--- src/evr_pkg.sv ---
package evr_pkg;

  localparam int TRIG_ITERATIONS = 16;
  localparam int CORDIC_MAX = 24;
  localparam int NITER = (TRIG_ITERATIONS > CORDIC_MAX) ? CORDIC_MAX : TRIG_ITERATIONS;
  localparam int IW = $clog2(CORDIC_MAX);

  // CORDIC datapath width, trig result width, vector width.
  localparam int CW = 34;
  localparam int TW = 32;
  localparam int VW = 35;
  localparam int PW = VW + TW;

  localparam logic signed [CW-1:0] CORDIC_K = 34'sd652032874;

  typedef struct packed {
    logic                 cmd;
    logic signed [TW-1:0] cx;
    logic signed [TW-1:0] sx;
    logic signed [TW-1:0] cy;
    logic signed [TW-1:0] sy;
    logic signed [TW-1:0] cz;
    logic signed [TW-1:0] sz;
  } side_t;

  function automatic logic signed [CW-1:0] atan_val(input logic [IW-1:0] i);
    logic signed [CW-1:0] v;
    case (i)
      5'd0:  v = 34'sd536870912;
      5'd1:  v = 34'sd316933406;
      5'd2:  v = 34'sd167458907;
      5'd3:  v = 34'sd85004756;
      5'd4:  v = 34'sd42667331;
      5'd5:  v = 34'sd21354465;
      5'd6:  v = 34'sd10680862;
      5'd7:  v = 34'sd5340245;
      5'd8:  v = 34'sd2670163;
      5'd9:  v = 34'sd1335087;
      5'd10: v = 34'sd667544;
      5'd11: v = 34'sd333772;
      5'd12: v = 34'sd166886;
      5'd13: v = 34'sd83443;
      5'd14: v = 34'sd41722;
      5'd15: v = 34'sd20861;
      5'd16: v = 34'sd10430;
      5'd17: v = 34'sd5215;
      5'd18: v = 34'sd2608;
      5'd19: v = 34'sd1304;
      5'd20: v = 34'sd652;
      5'd21: v = 34'sd326;
      5'd22: v = 34'sd163;
      5'd23: v = 34'sd81;
      default: v = '0;
    endcase
    return v;
  endfunction

endpackage

--- src/evr_cordic_lane.sv ---
module evr_cordic_lane (
  input  logic                           clk,
  input  logic                           en,
  input  logic [evr_pkg::IW-1:0]         idx,
  input  logic signed [evr_pkg::CW-1:0]  x_in,
  input  logic signed [evr_pkg::CW-1:0]  y_in,
  input  logic signed [evr_pkg::CW-1:0]  z_in,
  output logic signed [evr_pkg::CW-1:0]  x_r,
  output logic signed [evr_pkg::CW-1:0]  y_r,
  output logic signed [evr_pkg::CW-1:0]  z_r
);

  logic signed [evr_pkg::CW-1:0] x_nxt, y_nxt, z_nxt, xs, ys;

  always_comb begin
    xs = x_in >>> idx;
    ys = y_in >>> idx;
    if (!z_in[evr_pkg::CW-1]) begin
      x_nxt = x_in - ys;
      y_nxt = y_in + xs;
      z_nxt = z_in - evr_pkg::atan_val(idx);
    end else begin
      x_nxt = x_in + ys;
      y_nxt = y_in - xs;
      z_nxt = z_in + evr_pkg::atan_val(idx);
    end
  end

  always_ff @(posedge clk) begin
    if (en) begin
      x_r <= x_nxt;
      y_r <= y_nxt;
      z_r <= z_nxt;
    end
  end

endmodule

--- config.mk ---
export PLATFORM = sky130hd
export DESIGN_NAME = evr_cordic_lane
export DESIGN_NICKNAME = d
export VERILOG_FILES = /design/src/evr_pkg.sv /design/src/evr_cordic_lane.sv
export SDC_FILE = /design/constraint.sdc
export NUM_CORES = 1
export LEC_CHECK = 0
export BUFFER_PORTS_ARGS = -buffer_cell sky130_fd_sc_hd__buf_2
export CAP_MARGIN = 20
export CORE_ASPECT_RATIO = 1.2
export CORE_MARGIN = 1.5
export CORE_UTILIZATION = 35
export DETAILED_ROUTE_END_ITERATION = 10
export SYNTH_ARGS = -nofsm -noshare
export SYNTH_HDL_FRONTEND = slang
export SYNTH_SLANG_ARGS = --single-unit
--- constraint.sdc ---
create_clock -name clk -period 8.4 [get_ports clk]
set_input_delay 2.52 -clock clk [delete_from_list [all_inputs] [get_ports clk]]
set_output_delay 2.52 -clock clk [all_outputs]
set_load 0.01 [all_outputs]
==> results.cfg <==
[timing]
rsz0062_at_grt = no
slew_violations = 0
fin_crit_sh_pct = 95.5
slew_headroom_pct = 44.7
fin_crit_ps = 8020
max_freq_mhz = 125
setup_viol = 0
worst_pin_slew_ps = 822
hold_viol = 0
setup_tns_ps = 0

[grt]
grt_max_degree = 61
grt_pass1_wl_mm = 91.8
antenna_found_initial = 0
grt-ovfl-total = 0
track_usage_pct = 26.5
grt_pass1_vias = 15300

[clock_tree]
cts_resized = 0
h-tree-depth = 3
clkTransAtPathRegs_ps = 80
cts_made_buffers = 9
clock-sinks = 102
post_cts_buffers = 0
cts_tree = done
ctsHoldBuffers = 0
cts_buffer_depth = 2
cts-root-buf = clkbuf_16

[power]
p_leak_nw = 7.63
p_per_area_nw_per_um2 = 167
ir_worst_vdd_mv = 0.108

[logic_synthesis]
yosysTopAreaCellShare_pct = 19.6
synth_fp_nets = 1966
yosysTopAreaCell = edfxtp_1
synth-seq-cells = 102
syn_avg_cell_area_sq_um = 8.96
syn_area_sq_um = 15600
synth_most_common_cell = a21oi_1
yosys_warnings = 0
synthArstFlopShare_pct = 0
ys_top_cells_by_area = edfxtp_1 20%, mux4_2 11%, ha_1 8.8%
synth_cells = 1744
ys_seq_area_share_pct = 19.6
yosysUniqueCellTypes = 97
ys.flop_type = edfxtp_1
synth_edf_count = 102
synthTopCellsByCount = 176 x a21oi_1, 141 x nand2_1, 134 x nor2_1

[critical_path]
crit_required_ps = 8560
startpoint = idx[0]
cp.arrival_ps = 8180
cp-end-kind = flip-flop
path_max_fanout = 32
cp-endpoint = x_r[33]
crit_path_start_kind = input pin
worstSetupPathType = input pin to flip-flop

[drt]
routed_wl_mm = 61.9
final_antenna_net_count = 0
vias_per_cell = 6.09
drtIter0Drc = 1346
first_pass_iters = 6
num_vias = 15600
drcViolationCount = 0
wire_per_inst_um = 24.1

[cells_and_area]
multiInputGateArea_sq_um = 11800
drive_gt1_share_pct = 25.4
area.sequential_sq_um = 3060
stdcell_count = 2570
syn2layout_area_growth_pct = 16.3
diodes = 0
final_nets = 2228
nFillCells = 4426

[flow_run]
max_cap_viol_count = 0

[floorplanning]
num_rows = 84
die_h_um = 234
die_area_sq_um = 45900
initial_core_util_pct = 35.6
io_pins = 211
die_w_um = 196
core-area_sq_um = 43900

[min_path]
hold_path_class = input pin to flip-flop
hp-start = z_in[0]

[place]
placedCellCount = 2554
io_buffers = 210
dp_hpwl_mm = 49.1
gp_congestion = 0.986

[status]
status = complete, no violations
[power by group]
part	total [mW]	internal, mW	switching, mW	leakage (nW)
Sequential	0.795	0.763	0.0317	0.999
Clock	0.455	0.232	0.223	0.142
Combinational	1.78	0.768	1.01	6.49
[area by class of cell]
cell class              count  area share (%)
clock buffers               9            1.24
clock inverters             7           0.393
inverters                  41           0.861
multi-input cells        1505            64.8
flip-flops and latches    102            16.9
well taps                 559            3.85
repair buffers            347            12.0
[registers in the layout (all words and copies together) (netlist names)]
register	flops
z_r	34
x_r	34
y_r	34
[placed cells by master, fill, tap and decap left out, drive strengths merged, types with 17 or more instances in the layout]
master	synthesis	routed
mux2	45	45
a211oi	30	30
o21bai	18	18
inv	40	43
nor2	135	135
o21a	26	26
nand2	141	141
and3	19	19
nor3	20	20
and2	21	21
xor2	79	79
a21o	53	53
ha	110	110
edfxtp	102	102
mux2i	60	60
nand3	28	28
nor2b	28	28
buf	61	347
a21oi	177	177
o22ai	26	26
nand2b	30	30
mux4	75	75
a31oi	34	34
o211ai	17	17
xnor2	96	96
o21ai	83	83
[critical path: stages]
cell	delay [ps]
buf_6	320
buf_4	350
mux4_2	560
mux2i_1	320
o221ai_1	200
a211oi_1	400
buf_4	200
and2_1	150
and3_1	320
nor2_1	100
xnor2_1	150
ha_1	220
a2111oi_0	430
o21a_1	180
a21oi_1	80
a211o_1	360
o31a_1	290
a211o_1	300
o21ai_0	230
a31o_2	220
o21ai_0	110
xnor2_1	140
[worst min path at each step]
stage | end | slack, ps | cells past startpoint
6_report | z_r[0] | 2420 | 2
3_5_place_dp | z_r[0] | 2830 | 2
5_1_grt | z_r[0] | 2440 | 2
3_3_place_gp | z_r[0] | 2830 | 2
4_1_cts | z_r[0] | 2390 | 2
2_1_floorplan | x_r[0] | 2630 | 0
[routing by layer]
layer  vias to the layer above  global-route usage [%]  part of all wire (%)
met3                       165                    3.71                   6.5
met2                       735                    46.1                    48
met1                      7540                    32.4                    41
met4                         0                    12.7                   4.9
li1                       7203                       -                     -
met5                         -                       0                     0
[metrics by stage]
stage	cell area, sq um	worst slack (ps)	utilization [%]	hold WS, ps	total power [mW]
after floorplan	15600	470	-	2630	1.97
after global placement	17900	233	40.7	2830	2.56
after detailed placement	17900	70.3	40.7	2830	2.57
after CTS	18200	511	41.3	2390	3.05
after global routing	18200	2.88	41.4	2440	3.23
final	18200	379	41.4	2420	3.03
[kinds of logic (layout without fill, tap and decap cells)]
| group | after synthesis | after routing | share of synthesized area, % |
|---|---|---|---|
| AO/OA/AOI/OAI | 562 | 562 | 23.5 |
| AND/OR/NAND/NOR | 475 | 475 | 14.9 |
| multiplexers | 180 | 180 | 17.9 |
| XOR/XNOR | 175 | 175 | 9.81 |
| buffers and inverters | 137 | 404 | 5.09 |
| adder cells (fa/ha/maj) | 113 | 113 | 9.19 |
| flip-flops | 102 | 102 | 19.6 |
No activity file was read; power rests on OpenSTA's default activity.
